<file path="src/hw/rtl/sctd_pkg.sv">
`default_nettype none

package sctd_pkg;

    // Calendar constants
    localparam int SECS_PER_MIN   = 60;
    localparam int MINS_PER_HOUR  = 60;
    localparam int HOURS_PER_DAY  = 24;
    localparam int DAYS_COMMON    = 365;
    localparam int DAYS_LEAP      = 366;
    localparam int DAYS_PER_GROUP = 4 * DAYS_COMMON + 1;

    // Field widths
    localparam int SECS_W  = 32;
    localparam int MINS_W  = 27;   // total minutes, below 2^32 / 60
    localparam int HOURS_W = 21;   // total hours
    localparam int DAYS_W  = 16;   // total days, at most 49710
    localparam int GROUP_W = 6;    // four-year groups, at most 34
    localparam int GREM_W  = 11;   // day within a four-year group
    localparam int YEAR_W  = 8;
    localparam int MONTH_W = 4;
    localparam int DAY_W   = 5;
    localparam int HOUR_W  = 5;
    localparam int MIN_W   = 6;
    localparam int SEC_W   = 6;
    localparam int DOY_W   = 9;    // day within the year, from 0

    // Time of day carried alongside the date work
    localparam int TOD_W = HOUR_W + MIN_W + SEC_W;

    // First day of each later year inside a four-year group (first year is the leap one)
    localparam logic [GREM_W-1:0] GROUP_Y1 = GREM_W'(DAYS_LEAP);
    localparam logic [GREM_W-1:0] GROUP_Y2 = GREM_W'(DAYS_LEAP + DAYS_COMMON);
    localparam logic [GREM_W-1:0] GROUP_Y3 = GREM_W'(DAYS_LEAP + 2 * DAYS_COMMON);

    localparam logic [MONTH_W-1:0] MONTH_FEB = 4'd2;
    localparam logic [MONTH_W-1:0] MONTH_DEC = 4'd12;

    // Day of the year on which a month starts; February has 29 days in a leap year
    function automatic logic [DOY_W-1:0] month_start(input logic [MONTH_W-1:0] month,
                                                     input logic leap);
        logic [DOY_W-1:0] base;
        case (month)
            4'd1:    base = 9'd0;
            4'd2:    base = 9'd31;
            4'd3:    base = 9'd59;
            4'd4:    base = 9'd90;
            4'd5:    base = 9'd120;
            4'd6:    base = 9'd151;
            4'd7:    base = 9'd181;
            4'd8:    base = 9'd212;
            4'd9:    base = 9'd243;
            4'd10:   base = 9'd273;
            4'd11:   base = 9'd304;
            4'd12:   base = 9'd334;
            default: base = 9'd0;
        endcase
        if (leap && (month > MONTH_FEB)) begin
            base = base + 9'd1;
        end
        return base;
    endfunction

endpackage

`default_nettype wire

</file>
<file path="src/hw/rtl/seconds_to_calendar_date_top.sv">
`default_nettype none

// Converts a 32-bit count of seconds since 2000-01-01 00:00:00 into year
// offset, month, day, hour, minute and second, under the rule that every
// year divisible by four is a leap year. One request enters per clock while
// o_in_stall is low, and passes through four constant dividers (by 60, 60, 24
// and 1461 days per four-year group) of two stages each, one stage that splits
// the group into years and two stages that walk the month table. Each stage takes
// a new request whenever it is empty or its successor moves, so bubbles fill
// while a finished result waits at the output.
module seconds_to_calendar_date_top (
    input  wire logic                            i_clk,
    input  wire logic                            i_rst_n,
    input  wire logic                            i_in_valid,
    output logic                                 o_in_stall,
    input  wire logic [31:0]                     i_seconds_count,
    output logic                                 o_out_valid,
    input  wire logic                            i_out_stall,
    output logic [7:0]                           o_year_offset,
    output logic [3:0]                           o_month_number,
    output logic [4:0]                           o_day_of_month,
    output logic [4:0]                           o_hour_of_day,
    output logic [5:0]                           o_minute_of_hour,
    output logic [5:0]                           o_second_of_minute
);

    logic                             w_m_valid, w_m_stall;
    logic [sctd_pkg::MINS_W-1:0]      w_m_mins;
    logic [sctd_pkg::SEC_W-1:0]       w_m_sec;

    logic                             w_h_valid, w_h_stall;
    logic [sctd_pkg::HOURS_W-1:0]     w_h_hours;
    logic [sctd_pkg::MIN_W-1:0]       w_h_min;
    logic [sctd_pkg::SEC_W-1:0]       w_h_sec;

    logic                             w_d_valid, w_d_stall;
    logic [sctd_pkg::DAYS_W-1:0]      w_d_days;
    logic [sctd_pkg::HOUR_W-1:0]      w_d_hour;
    logic [sctd_pkg::MIN_W+sctd_pkg::SEC_W-1:0] w_d_ms;

    logic                             w_g_valid, w_g_stall;
    logic [sctd_pkg::GROUP_W-1:0]     w_g_group;
    logic [sctd_pkg::GREM_W-1:0]      w_g_grem;
    logic [sctd_pkg::TOD_W-1:0]       w_g_tod;

    logic                             w_y_valid, w_y_stall;
    logic [sctd_pkg::YEAR_W-1:0]      w_y_year;
    logic [sctd_pkg::DOY_W-1:0]       w_y_doy;
    logic                             w_y_leap;
    logic [sctd_pkg::TOD_W-1:0]       w_y_tod;

    logic [sctd_pkg::TOD_W-1:0]       w_o_tod;

    // Seconds to minutes
    sctd_cdiv #(
        .NUM_W   (sctd_pkg::SECS_W),
        .QUO_W   (sctd_pkg::MINS_W),
        .DIVISOR (sctd_pkg::SECS_PER_MIN),
        .SIDE_W  (1)
    ) u_div_sec (
        .i_clk   (i_clk),
        .i_rst_n (i_rst_n),
        .i_valid (i_in_valid),
        .o_stall (o_in_stall),
        .i_num   (i_seconds_count),
        .i_side  (1'b0),
        .o_valid (w_m_valid),
        .i_stall (w_m_stall),
        .o_quo   (w_m_mins),
        .o_rem   (w_m_sec),
        .o_side  ()
    );

    // Minutes to hours
    sctd_cdiv #(
        .NUM_W   (sctd_pkg::MINS_W),
        .QUO_W   (sctd_pkg::HOURS_W),
        .DIVISOR (sctd_pkg::MINS_PER_HOUR),
        .SIDE_W  (sctd_pkg::SEC_W)
    ) u_div_min (
        .i_clk   (i_clk),
        .i_rst_n (i_rst_n),
        .i_valid (w_m_valid),
        .o_stall (w_m_stall),
        .i_num   (w_m_mins),
        .i_side  (w_m_sec),
        .o_valid (w_h_valid),
        .i_stall (w_h_stall),
        .o_quo   (w_h_hours),
        .o_rem   (w_h_min),
        .o_side  (w_h_sec)
    );

    // Hours to days
    sctd_cdiv #(
        .NUM_W   (sctd_pkg::HOURS_W),
        .QUO_W   (sctd_pkg::DAYS_W),
        .DIVISOR (sctd_pkg::HOURS_PER_DAY),
        .SIDE_W  (sctd_pkg::MIN_W + sctd_pkg::SEC_W)
    ) u_div_hour (
        .i_clk   (i_clk),
        .i_rst_n (i_rst_n),
        .i_valid (w_h_valid),
        .o_stall (w_h_stall),
        .i_num   (w_h_hours),
        .i_side  ({w_h_min, w_h_sec}),
        .o_valid (w_d_valid),
        .i_stall (w_d_stall),
        .o_quo   (w_d_days),
        .o_rem   (w_d_hour),
        .o_side  (w_d_ms)
    );

    // Days to four-year groups
    sctd_cdiv #(
        .NUM_W   (sctd_pkg::DAYS_W),
        .QUO_W   (sctd_pkg::GROUP_W),
        .DIVISOR (sctd_pkg::DAYS_PER_GROUP),
        .SIDE_W  (sctd_pkg::TOD_W)
    ) u_div_group (
        .i_clk   (i_clk),
        .i_rst_n (i_rst_n),
        .i_valid (w_d_valid),
        .o_stall (w_d_stall),
        .i_num   (w_d_days),
        .i_side  ({w_d_hour, w_d_ms}),
        .o_valid (w_g_valid),
        .i_stall (w_g_stall),
        .o_quo   (w_g_group),
        .o_rem   (w_g_grem),
        .o_side  (w_g_tod)
    );

    // Year within the group
    sctd_year u_year (
        .i_clk   (i_clk),
        .i_rst_n (i_rst_n),
        .i_valid (w_g_valid),
        .o_stall (w_g_stall),
        .i_group (w_g_group),
        .i_grem  (w_g_grem),
        .i_tod   (w_g_tod),
        .o_valid (w_y_valid),
        .i_stall (w_y_stall),
        .o_year  (w_y_year),
        .o_doy   (w_y_doy),
        .o_leap  (w_y_leap),
        .o_tod   (w_y_tod)
    );

    // Month and day; the last stage is the output register
    sctd_month u_month (
        .i_clk   (i_clk),
        .i_rst_n (i_rst_n),
        .i_valid (w_y_valid),
        .o_stall (w_y_stall),
        .i_year  (w_y_year),
        .i_doy   (w_y_doy),
        .i_leap  (w_y_leap),
        .i_tod   (w_y_tod),
        .o_valid (o_out_valid),
        .i_stall (i_out_stall),
        .o_year  (o_year_offset),
        .o_month (o_month_number),
        .o_day   (o_day_of_month),
        .o_tod   (w_o_tod)
    );

    // Unpack time of day
    assign o_hour_of_day      = w_o_tod[sctd_pkg::TOD_W-1 -: sctd_pkg::HOUR_W];
    assign o_minute_of_hour   = w_o_tod[sctd_pkg::SEC_W +: sctd_pkg::MIN_W];
    assign o_second_of_minute = w_o_tod[sctd_pkg::SEC_W-1:0];

endmodule

`default_nettype wire

</file>
<file path="src/hw/rtl/sctd_cdiv.sv">
`default_nettype none

// Divide by a constant in two stages: reciprocal multiply, then one
// compare-and-subtract that fixes the quotient and yields the remainder.
module sctd_cdiv #(
    parameter int NUM_W   = 32,
    parameter int QUO_W   = 27,
    parameter int DIVISOR = 60,
    parameter int SIDE_W  = 1
) (
    input  wire logic                        i_clk,
    input  wire logic                        i_rst_n,
    input  wire logic                        i_valid,
    output logic                             o_stall,
    input  wire logic [NUM_W-1:0]            i_num,
    input  wire logic [SIDE_W-1:0]           i_side,
    output logic                             o_valid,
    input  wire logic                        i_stall,
    output logic [QUO_W-1:0]                 o_quo,
    output logic [$clog2(DIVISOR)-1:0]       o_rem,
    output logic [SIDE_W-1:0]                o_side
);

    localparam int REM_W  = $clog2(DIVISOR);
    localparam int PROD_W = 2 * NUM_W;
    // floor(2^NUM_W / DIVISOR): the estimate is low by at most one
    localparam longint unsigned MULT_FULL = (64'd1 << NUM_W) / DIVISOR;
    localparam logic [NUM_W-1:0] MULT = NUM_W'(MULT_FULL);
    localparam logic [REM_W:0] DIV_R = (REM_W + 1)'(DIVISOR);

    logic                r_a_valid;
    logic [NUM_W-1:0]    r_a_num;
    logic [QUO_W-1:0]    r_a_quo;
    logic [SIDE_W-1:0]   r_a_side;
    logic                r_b_valid;
    logic [QUO_W-1:0]    r_b_quo;
    logic [REM_W-1:0]    r_b_rem;
    logic [SIDE_W-1:0]   r_b_side;

    logic                w_en_a;
    logic                w_en_b;
    logic [PROD_W-1:0]   w_prod;
    logic [NUM_W-1:0]    w_diff;
    logic [REM_W:0]      w_diff_n;
    logic                w_over;
    logic [QUO_W-1:0]    n_quo;
    logic [REM_W-1:0]    n_rem;

    // Advance a stage when it is empty or the next one moves
    assign w_en_b  = !r_b_valid || !i_stall;
    assign w_en_a  = !r_a_valid || w_en_b;
    assign o_stall = !w_en_a;

    // Estimate the quotient
    assign w_prod = PROD_W'(i_num) * PROD_W'(MULT);

    // Correct the estimate
    assign w_diff   = r_a_num - NUM_W'(r_a_quo) * NUM_W'(DIVISOR);
    assign w_diff_n = w_diff[REM_W:0];
    assign w_over   = (w_diff_n >= DIV_R);
    assign n_quo    = w_over ? (r_a_quo + QUO_W'(1)) : r_a_quo;
    assign n_rem    = w_over ? REM_W'(w_diff_n - DIV_R) : w_diff_n[REM_W-1:0];

    // Valid bits
    always_ff @(posedge i_clk) begin
        if (!i_rst_n) begin
            r_a_valid <= 1'b0;
            r_b_valid <= 1'b0;
        end else begin
            if (w_en_a) begin
                r_a_valid <= i_valid;
            end
            if (w_en_b) begin
                r_b_valid <= r_a_valid;
            end
        end
    end

    // Payload
    always_ff @(posedge i_clk) begin
        if (w_en_a) begin
            r_a_num  <= i_num;
            r_a_quo  <= w_prod[NUM_W +: QUO_W];
            r_a_side <= i_side;
        end
        if (w_en_b) begin
            r_b_quo  <= n_quo;
            r_b_rem  <= n_rem;
            r_b_side <= r_a_side;
        end
    end

    assign o_valid = r_b_valid;
    assign o_quo   = r_b_quo;
    assign o_rem   = r_b_rem;
    assign o_side  = r_b_side;

endmodule

`default_nettype wire

</file>
<file path="src/hw/rtl/sctd_year.sv">
`default_nettype none

// Split the day within a four-year group into year and day of year.
module sctd_year (
    input  wire logic                            i_clk,
    input  wire logic                            i_rst_n,
    input  wire logic                            i_valid,
    output logic                                 o_stall,
    input  wire logic [sctd_pkg::GROUP_W-1:0]    i_group,
    input  wire logic [sctd_pkg::GREM_W-1:0]     i_grem,
    input  wire logic [sctd_pkg::TOD_W-1:0]      i_tod,
    output logic                                 o_valid,
    input  wire logic                            i_stall,
    output logic [sctd_pkg::YEAR_W-1:0]          o_year,
    output logic [sctd_pkg::DOY_W-1:0]           o_doy,
    output logic                                 o_leap,
    output logic [sctd_pkg::TOD_W-1:0]           o_tod
);

    logic                             r_valid;
    logic [sctd_pkg::YEAR_W-1:0]      r_year;
    logic [sctd_pkg::DOY_W-1:0]       r_doy;
    logic                             r_leap;
    logic [sctd_pkg::TOD_W-1:0]       r_tod;

    logic                             w_en;
    logic [1:0]                       w_yig;
    logic [sctd_pkg::GREM_W-1:0]      w_base;
    logic [sctd_pkg::GREM_W-1:0]      w_doy;

    assign w_en    = !r_valid || !i_stall;
    assign o_stall = !w_en;

    // Pick the year inside the group; the first one is the leap year
    always_comb begin
        if (i_grem >= sctd_pkg::GROUP_Y3) begin
            w_yig  = 2'd3;
            w_base = sctd_pkg::GROUP_Y3;
        end else if (i_grem >= sctd_pkg::GROUP_Y2) begin
            w_yig  = 2'd2;
            w_base = sctd_pkg::GROUP_Y2;
        end else if (i_grem >= sctd_pkg::GROUP_Y1) begin
            w_yig  = 2'd1;
            w_base = sctd_pkg::GROUP_Y1;
        end else begin
            w_yig  = 2'd0;
            w_base = '0;
        end
    end

    assign w_doy = i_grem - w_base;

    always_ff @(posedge i_clk) begin
        if (!i_rst_n) begin
            r_valid <= 1'b0;
        end else if (w_en) begin
            r_valid <= i_valid;
        end
    end

    always_ff @(posedge i_clk) begin
        if (w_en) begin
            r_year <= {i_group, w_yig};
            r_doy  <= w_doy[sctd_pkg::DOY_W-1:0];
            r_leap <= (w_yig == 2'd0);
            r_tod  <= i_tod;
        end
    end

    assign o_valid = r_valid;
    assign o_year  = r_year;
    assign o_doy   = r_doy;
    assign o_leap  = r_leap;
    assign o_tod   = r_tod;

endmodule

`default_nettype wire

</file>
<file path="src/hw/rtl/sctd_month.sv">
`default_nettype none

// Turn day of year into month and day of month: compare against the
// month starts, then subtract the chosen start.
module sctd_month (
    input  wire logic                            i_clk,
    input  wire logic                            i_rst_n,
    input  wire logic                            i_valid,
    output logic                                 o_stall,
    input  wire logic [sctd_pkg::YEAR_W-1:0]     i_year,
    input  wire logic [sctd_pkg::DOY_W-1:0]      i_doy,
    input  wire logic                            i_leap,
    input  wire logic [sctd_pkg::TOD_W-1:0]      i_tod,
    output logic                                 o_valid,
    input  wire logic                            i_stall,
    output logic [sctd_pkg::YEAR_W-1:0]          o_year,
    output logic [sctd_pkg::MONTH_W-1:0]         o_month,
    output logic [sctd_pkg::DAY_W-1:0]           o_day,
    output logic [sctd_pkg::TOD_W-1:0]           o_tod
);

    logic                             r_c_valid;
    logic [sctd_pkg::YEAR_W-1:0]      r_c_year;
    logic [sctd_pkg::MONTH_W-1:0]     r_c_month;
    logic [sctd_pkg::DOY_W-1:0]       r_c_doy;
    logic                             r_c_leap;
    logic [sctd_pkg::TOD_W-1:0]       r_c_tod;
    logic                             r_d_valid;
    logic [sctd_pkg::YEAR_W-1:0]      r_d_year;
    logic [sctd_pkg::MONTH_W-1:0]     r_d_month;
    logic [sctd_pkg::DAY_W-1:0]       r_d_day;
    logic [sctd_pkg::TOD_W-1:0]       r_d_tod;

    logic                             w_en_c;
    logic                             w_en_d;
    logic [sctd_pkg::MONTH_W-1:0]     n_month;
    logic [sctd_pkg::DOY_W-1:0]       w_day0;

    assign w_en_d  = !r_d_valid || !i_stall;
    assign w_en_c  = !r_c_valid || w_en_d;
    assign o_stall = !w_en_c;

    // Count the month starts already passed
    always_comb begin
        n_month = 4'd1;
        for (int m = 2; m <= 12; m++) begin
            if (i_doy >= sctd_pkg::month_start(sctd_pkg::MONTH_W'(m), i_leap)) begin
                n_month = n_month + 4'd1;
            end
        end
    end

    // Day within the month, counted from one
    assign w_day0 = r_c_doy - sctd_pkg::month_start(r_c_month, r_c_leap) + 9'd1;

    always_ff @(posedge i_clk) begin
        if (!i_rst_n) begin
            r_c_valid <= 1'b0;
            r_d_valid <= 1'b0;
        end else begin
            if (w_en_c) begin
                r_c_valid <= i_valid;
            end
            if (w_en_d) begin
                r_d_valid <= r_c_valid;
            end
        end
    end

    always_ff @(posedge i_clk) begin
        if (w_en_c) begin
            r_c_year  <= i_year;
            r_c_month <= n_month;
            r_c_doy   <= i_doy;
            r_c_leap  <= i_leap;
            r_c_tod   <= i_tod;
        end
        if (w_en_d) begin
            r_d_year  <= r_c_year;
            r_d_month <= r_c_month;
            r_d_day   <= w_day0[sctd_pkg::DAY_W-1:0];
            r_d_tod   <= r_c_tod;
        end
    end

    assign o_valid = r_d_valid;
    assign o_year  = r_d_year;
    assign o_month = r_d_month;
    assign o_day   = r_d_day;
    assign o_tod   = r_d_tod;

endmodule

`default_nettype wire
</file>
<file path="config.mk">
export PLATFORM = sky130hd
export DESIGN_NAME = seconds_to_calendar_date_top
export DESIGN_NICKNAME = d
export VERILOG_FILES = /design/src/hw/rtl/sctd_pkg.sv /design/src/hw/rtl/seconds_to_calendar_date_top.sv /design/src/hw/rtl/sctd_cdiv.sv /design/src/hw/rtl/sctd_year.sv /design/src/hw/rtl/sctd_month.sv
export SDC_FILE = /design/constraint.sdc
export NUM_CORES = 2
export LEC_CHECK = 0
export ABC_AREA = 1
export BUFFER_PORTS_ARGS = -buffer_cell sky130_fd_sc_hd__buf_4
export CAP_MARGIN = 20
export CELL_PAD_IN_SITES_DETAIL_PLACEMENT = 2
export CELL_PAD_IN_SITES_GLOBAL_PLACEMENT = 2
export CORE_AREA = 2 2 312 314
export CTS_CLUSTER_SIZE = 30
export DETAILED_ROUTE_END_ITERATION = 10
export DIE_AREA = 0 0 314 316
export PLACE_DENSITY_LB_ADDON = 0.2
export REMOVE_ABC_BUFFERS = 1
export SYNTH_ARGS = -nofsm -noshare
export SYNTH_HDL_FRONTEND = slang
export SYNTH_SLANG_ARGS = --single-unit
</file>
<file path="constraint.sdc">
create_clock -name i_clk -period 11.9 [get_ports i_clk]
set_input_delay 1.19 -clock i_clk [delete_from_list [all_inputs] [get_ports i_clk]]
set_output_delay 1.19 -clock i_clk [all_outputs]
set_load 0.02 [all_outputs]
</file>
==> After elaboration in Yosys (flattened, before gate mapping) <==
Memory sizes are Yosys's and may differ from the RTL's. A register that Yosys moved wholly into a read port is not among the register bits.
Cells that the tools add are included.
{ "totals": {"rom_bits": 144, "out_inout_bits": 36, "regBits": 385, "input_bits": 36, "mem_count": 1} }
{ "op_classes": {"n_mux": 37, "order_cmp": 19, "n_reduce_logical": 26, "n_mul": 8, "addsub": 26} }
{ "mem_list": {"columns": ["memory", "words", "word_bits", "read_ports", "rd_clocked_by_memory_dff", "wr", "line", "text"], "rows": [
  ["(name not given)", 16, 9, 1, 1, 0, "sctd_pkg.sv:43", "case (month)"]
]} }
{ "ops": {"columns": ["operator", "n"], "rows": [
  ["32-bit by 25-bit multiplier with 57-bit output, second input constant", 1],
  ["4-bit 2-to-1 mux", 12],
  ["27-bit by 21-bit multiplier with 47-bit output, second input constant", 1],
  ["4-bit by 1-bit adder with 4-bit output, second input constant", 10],
  ["21-bit by 17-bit multiplier with 37-bit output, second input constant", 1],
  ["9-bit by 8-bit >= comparator with 1-bit output", 4],
  ["27-bit by 1-bit adder with 27-bit output, second input constant", 1],
  ["9-bit >= comparator", 3],
  ["27-bit by 4-bit multiplier with 5-bit output, second input constant", 1],
  ["27-bit 2-to-1 mux", 1],
  ["9-bit 2-to-1 mux", 3],
  ["21-bit by 1-bit adder with 21-bit output, second input constant", 1],
  ["21-bit by 4-bit multiplier with 5-bit output, second input constant", 1],
  ["21-bit 2-to-1 mux", 1],
  ["16-bit by 4-bit multiplier with 20-bit output, second input constant", 1],
  ["9-bit by 7-bit >= comparator with 1-bit output", 2],
  ["6-bit 2-to-1 mux", 3],
  ["16-bit by 1-bit adder with 16-bit output, second input constant", 1],
  ["16-bit by 2-bit multiplier with 3-bit output, second input constant", 1],
  ["16-bit 2-to-1 mux", 1],
  ["7-bit by 6-bit >= comparator with 1-bit output, second input constant", 2],
  ["7-bit subtractor", 2],
  ["1-bit zero test", 13],
  ["12-bit by 11-bit >= comparator with 1-bit output, second input constant", 1],
  ["other kinds (25)", 48]
]} }

==> Longest topological paths before layout <==
{ "logic_depth": {"word_depth": 23, "depth_mapped": 43, "ltp_nobuf": 43} }

==> Modules after synthesis <==
Synthesis repeated with hierarchy kept, for this count alone.
{ "hier_totals": {"cells_unflattened": 5131, "hier_area_um2": 43255.2} }
{ "modules_own_cells": {"columns": ["mod", "cells_per_inst", "n_inst", "seq_area_each_um2", "area_per_inst_um2"], "rows": [
  ["sctd_cdiv at u_div_sec", 1783, 1, 2112.0, 12928.6],
  ["sctd_cdiv at u_div_min", 1133, 1, 2052.0, 9432.8],
  ["sctd_cdiv at u_div_hour", 1001, 1, 2052.0, 9275.1],
  ["sctd_cdiv at u_div_group", 595, 1, 2112.0, 5494.0],
  ["sctd_month", 482, 1, 2212.1, 4480.5],
  ["sctd_year", 136, 1, 1071.0, 1640.3],
  ["seconds_to_calendar_date_top", 1, 1, 0.0, 3.8]
]} }

==> Worst setup path after synthesis <==
No wires, ideal clock.
{ "synth_timing": {"path_type": "input -> output", "from": "input port i_out_stall", "to": "output port o_in_stall", "path_slack_ns": 1.673, "cell_stages": 20, "arrival_time_ns": 9.037, "n_path_buf": 0, "cell_sequence": "nand2_1 -> nor2_1 -> inv_1 -> nor2_1 -> inv_1 -> nor2_1 -> inv_1 -> nor2_1 -> inv_1 -> nor2_1 -> inv_1 -> nor2_1 -> inv_1 -> nor2_1 -> inv_1 -> nor2_1 -> inv_1 -> nor2_1 -> inv_1 -> nor2_1"} }
{ "synth_via": {"elab_chain_cells": 13} }
{ "synth_rtl": {"columns": ["element", "line", "text"], "rows": [
  ["from (decl)", "seconds_to_calendar_date_top.sv:18", "input wire logic i_out_stall,"],
  ["1-bit zero test", "sctd_month.sv:39", "assign w_en_d = !r_d_valid || !i_stall;"],
  ["1-bit logical OR", "sctd_month.sv:39", null],
  ["1-bit logical OR", "sctd_month.sv:40", "assign w_en_c = !r_c_valid || w_en_d;"],
  ["1-bit logical OR", "sctd_year.sv:31", "assign w_en = !r_valid || !i_stall;"],
  ["named net u_year.w_en", "sctd_year.sv:26", "logic w_en;"],
  ["1-bit logical OR", "sctd_cdiv.sv:50", "assign w_en_b = !r_b_valid || !i_stall;"],
  ["named net u_div_group.w_en_b", "sctd_cdiv.sv:41", "logic w_en_b;"],
  ["1-bit logical OR", "sctd_cdiv.sv:51", "assign w_en_a = !r_a_valid || w_en_b;"],
  ["named net u_div_group.w_en_a", "sctd_cdiv.sv:40", "logic w_en_a;"],
  ["(+1 left out)", null, null],
  ["named net u_div_hour.w_en_b", "sctd_cdiv.sv:41", null],
  ["(+1 left out)", null, null],
  ["named net u_div_hour.w_en_a", "sctd_cdiv.sv:40", null],
  ["1-bit logical OR", "sctd_cdiv.sv:50", null],
  ["named net u_div_min.w_en_b", "sctd_cdiv.sv:41", null],
  ["1-bit logical OR", "sctd_cdiv.sv:51", null],
  ["named net u_div_min.w_en_a", "sctd_cdiv.sv:40", null],
  ["1-bit logical OR", "sctd_cdiv.sv:50", null],
  ["named net u_div_sec.w_en_b", "sctd_cdiv.sv:41", null],
  ["1-bit logical OR", "sctd_cdiv.sv:51", null],
  ["1-bit zero test", "sctd_cdiv.sv:52", "assign o_stall = !w_en_a;"],
  ["to (decl)", "seconds_to_calendar_date_top.sv:15", "output logic o_in_stall,"]
]} }
The timed path passes the listed nets, and every way through them passes these cells.

==> Worst setup path after layout <==
{ "layout_timing": {"from": "input port i_out_stall", "to": "output port o_in_stall"} }
{ "layout_via": {"elab_chain_cells": 13} }
{ "layout_rtl": {"columns": ["element", "line", "text"], "rows": [
  ["1-bit zero test", "sctd_month.sv:39", null],
  ["1-bit logical OR", "sctd_month.sv:39", null],
  ["named net u_month.w_en_d", "sctd_month.sv:35", "logic w_en_d;"],
  ["1-bit logical OR", "sctd_month.sv:40", null],
  ["1-bit logical OR", "sctd_year.sv:31", null],
  ["named net u_year.w_en", "sctd_year.sv:26", null],
  ["1-bit logical OR", "sctd_cdiv.sv:50", null],
  ["named net u_div_group.w_en_b", "sctd_cdiv.sv:41", null],
  ["(+1 left out)", null, null],
  ["named net u_div_group.w_en_a", "sctd_cdiv.sv:40", null],
  ["(+1 left out)", null, null],
  ["named net u_div_hour.w_en_b", "sctd_cdiv.sv:41", null],
  ["(+1 left out)", null, null],
  ["named net u_div_hour.w_en_a", "sctd_cdiv.sv:40", null],
  ["1-bit logical OR", "sctd_cdiv.sv:50", null],
  ["named net u_div_min.w_en_b", "sctd_cdiv.sv:41", null],
  ["1-bit logical OR", "sctd_cdiv.sv:51", null],
  ["named net u_div_min.w_en_a", "sctd_cdiv.sv:40", null],
  ["1-bit logical OR", "sctd_cdiv.sv:50", null],
  ["named net u_div_sec.w_en_b", "sctd_cdiv.sv:41", null],
  ["1-bit logical OR", "sctd_cdiv.sv:51", null],
  ["1-bit zero test", "sctd_cdiv.sv:52", null]
]} }
The timed path passes the listed nets, and every way through them passes these cells.

==> flow_summary.yaml <==
final_layout:
  finalInstanceArea_mm2: 0.0409
  fin_nets: 4731
  area_delta_synth_final_pct: 10.1
  stdcell_count: 5008
  n_antenna_cell: 0
  fillCellCount: 10200
  drive_above_1_share: 0.0600
placed_design:
  dp_cells: 4922
  dpl_cell_area_mm2: 0.0393
  port_buffers: 71
  finalWeightedCongestion: 0.868
  dp_hpwl_um: 85200
global_route:
  grt_pass1_vias: 29000
  grt_util_all_layers: 0.205
  grt-ovfl-total: 0
  antenna_found_initial: 0
  grt_start_max_net_pins: 47
  grt_pass1_wl_um: 160000
route:
  route.met2.wl_um: 52200
  wl_um: 99100
  dr.pass1.iters: 5
  final_antenna_net_count: 0
  drc: 0
  drt_iter0_markers: 837
  vias: 24900
  highest_layer: "met4"
  m1WireLength_um: 43500
  wire_per_inst_um: 19.8
  vias_per_cell: 4.97
  wl_met3_um: 1730
setup_path:
  critical-path-top-delay-family: "buffers and inverters"
  critPathLaunchType: "primary input"
  worstSetupEndpointType: "primary output"
  cp.buffers_inverters: 18
  worst-setup-path-type: "in -> out"
  cp_slowest_cell: "inv_2"
  cp_max_fo: 46
  worst_ep_arrival_time_ns: 7.61
  cpPeakStageDelay_ns: 0.80
  crit_top_cell: "nor2_1"
  required_ns: 10.71
cts:
  cts_tree: "built"
  cts.sinks: 390
  cts_root_buffer: "clkbuf_16"
  cts_setup_buffers: 0
  clk_path_buf_depth: 3
  cts_buffers: 47
  cts_hold_buffers: 0
  htree_levels: 2
  cts_resized: 0
  clk_pin_slew_ns: 0.06
  clock_latency_ns: 0.60
die:
  rows: 114
  io_pins: 72
  die_h_um: 316
  die_w_um: 314
  dieArea_mm2: 0.0992
  core_area_mm2: 0.0960
  start_util: 0.387
synthesis:
  synth_edf_count: 374
  syn_inst: 3574
  yosysTopAreaCell: "edfxtp_1"
  ys.flop_type: "edfxtp_1"
  synth_warnings: 0
  synth_top_area_frac: 0.303
  synth_area_leaders: "edfxtp_1 30%, ha_1 22%, fa_1 18%, inv_1 8.2%, nand2_1 4.2%"
  avgSynthCellArea_um2: 10.4
  synth.distinct_cells: 51
  ys_seq_area_frac: 0.311
  netlist_area_mm2: 0.0371
  ys_seq_elements: 390
  async_flop_share: 0
sta:
  fin_setup_tns_ns: 0
  finalSetupViolations: 0
  finalCritPeriodShare: 0.739
  clock.fmax_mhz: 114
  rsz0062_at_grt: "no"
  slew_headroom: 0.330
  finalHoldViolations: 0
  worst_pin_slew_ns: 1.00
  slew_violations: 0
  period_needed_ns: 8.80
  skew_ns: 0.0191
worst_hold_path:
  min_path_type: "reg -> reg"
run_status:
  status: "finished clean"
job:
  drv_cap: 0
## synth_stat cells, types with 6 or more instances
cell and number:
a21boi_0 7, a21o_1 13, a21oi_1 165, a31oi_1 31, dfxtp_1 16, edfxtp_1 374, fa_1 342, ha_1 658
inv_1 815, inv_2 10, nand2_1 416, nand2_2 22, nand3_1 87, nand3_2 13, nand4_1 36, nor2_1 151
nor3_1 30, nor4_1 11, o211ai_1 9, o21a_1 16, o21ai_0 71, o21bai_1 8, o221ai_1 6, or2_2 6
xnor2_1 72, xor2_1 138
## flip-flops by register name (all words and copies together) (netlist names), 7 cells and up, named ones only
register	count
u_month.r_c_tod	17
u_div_group.o_side	17
u_div_min.o_quo	21
u_div_sec.r_a_num	7
u_div_sec.r_a_quo	27
u_div_hour.o_quo	16
u_div_hour.r_a_quo	16
u_div_min.r_a_num	7
u_year.o_doy	9
u_div_group.r_a_num	12
u_month.o_tod	17
u_div_hour.o_side	12
u_div_group.r_a_side	17
u_div_min.r_a_quo	21
u_year.o_year	8
u_div_hour.r_a_side	12
u_div_sec.o_quo	27
u_year.o_tod	17
u_month.r_c_year	8
u_div_group.o_rem	11
u_month.o_year	8
## layout make-up
cell class | count | area [um2] | area share
Multi-Input combinational cell | 2350 | 22400 | 0.549
Sequential cell | 390 | 11600 | 0.283
Inverter | 825 | 3100 | 0.0758
Tap cell | 1276 | 1600 | 0.0391
Clock buffer | 51 | 1210 | 0.0297
Timing Repair Buffer | 81 | 608 | 0.0149
Clock inverter | 35 | 383 | 0.00937
## cell families after synthesis
| group | after synthesis | share of synthesized area |
|---|---|---|
| AO/OA/AOI/OAI | 343 | 0.0531 |
| XOR/XNOR | 210 | 0.0496 |
| adder cells (fa/ha/maj) | 1000 | 0.406 |
| buffers and inverters | 834 | 0.0846 |
| flip-flops | 390 | 0.311 |
| AND/OR/NAND/NOR | 797 | 0.0952 |
## per-stage QoR
step	setup slack [ns]	util	hold slack [ns]
floorplan	0.787	-	0.400
finish	3.10	0.426	0.415
detailed placement	2.88	0.409	0.406
global route	2.30	0.426	0.420
global placement	3.38	0.409	0.401
CTS	2.82	0.426	0.414
## cells in the final DEF (no fill, tap or decap), types with 5 or more instances in the layout
cell / instances
o21bai_1: 8
o31ai_1: 5
nand3_2: 13
nand2_4: 5
buf_4: 81
o211ai_1: 9
clkinv_2: 8
edfxtp_1: 374
nor4_1: 11
nand3_1: 87
o21a_1: 16
dfxtp_1: 16
nor3_1: 30
clkinv_4: 5
clkinv_1: 10
a21boi_0: 7
a21o_1: 13
clkbuf_16: 48
xor2_1: 138
bufinv_16: 6
fa_1: 342
nand2_2: 23
o221ai_1: 6
a31oi_1: 31
xnor2_1: 72
inv_2: 11
o21ai_0: 71
nor2_2: 5
nand4_1: 36
or2_2: 6
a21oi_1: 165
nand2_1: 415
ha_1: 658
nor2_1: 151
inv_1: 814
## path summary, 6_finish.rpt
check	from	endpoint	slack, ns	cells after the start
worst max register to register	u_month.o_valid	u_div_sec.r_a_num[5]	4.58	29
worst min-delay path	u_div_min.o_rem[1]	u_div_hour.r_a_side[7]	0.41	0
worst min register to register	u_div_min.o_rem[1]	u_div_hour.r_a_side[7]	0.41	0
worst max-delay path	i_out_stall	o_in_stall	3.10	29
## per-layer routing
metal  vias to the layer above  GRT usage
li1                      11900          -
met1                     12600      0.255
met2                       211      0.387
met3                       101     0.0180
met4                         0     0.0407
met5                         -          0
Power is left out: the tool's default activity adds up to more than one toggle a clock period on the data nets, which glitch-free logic cannot reach.
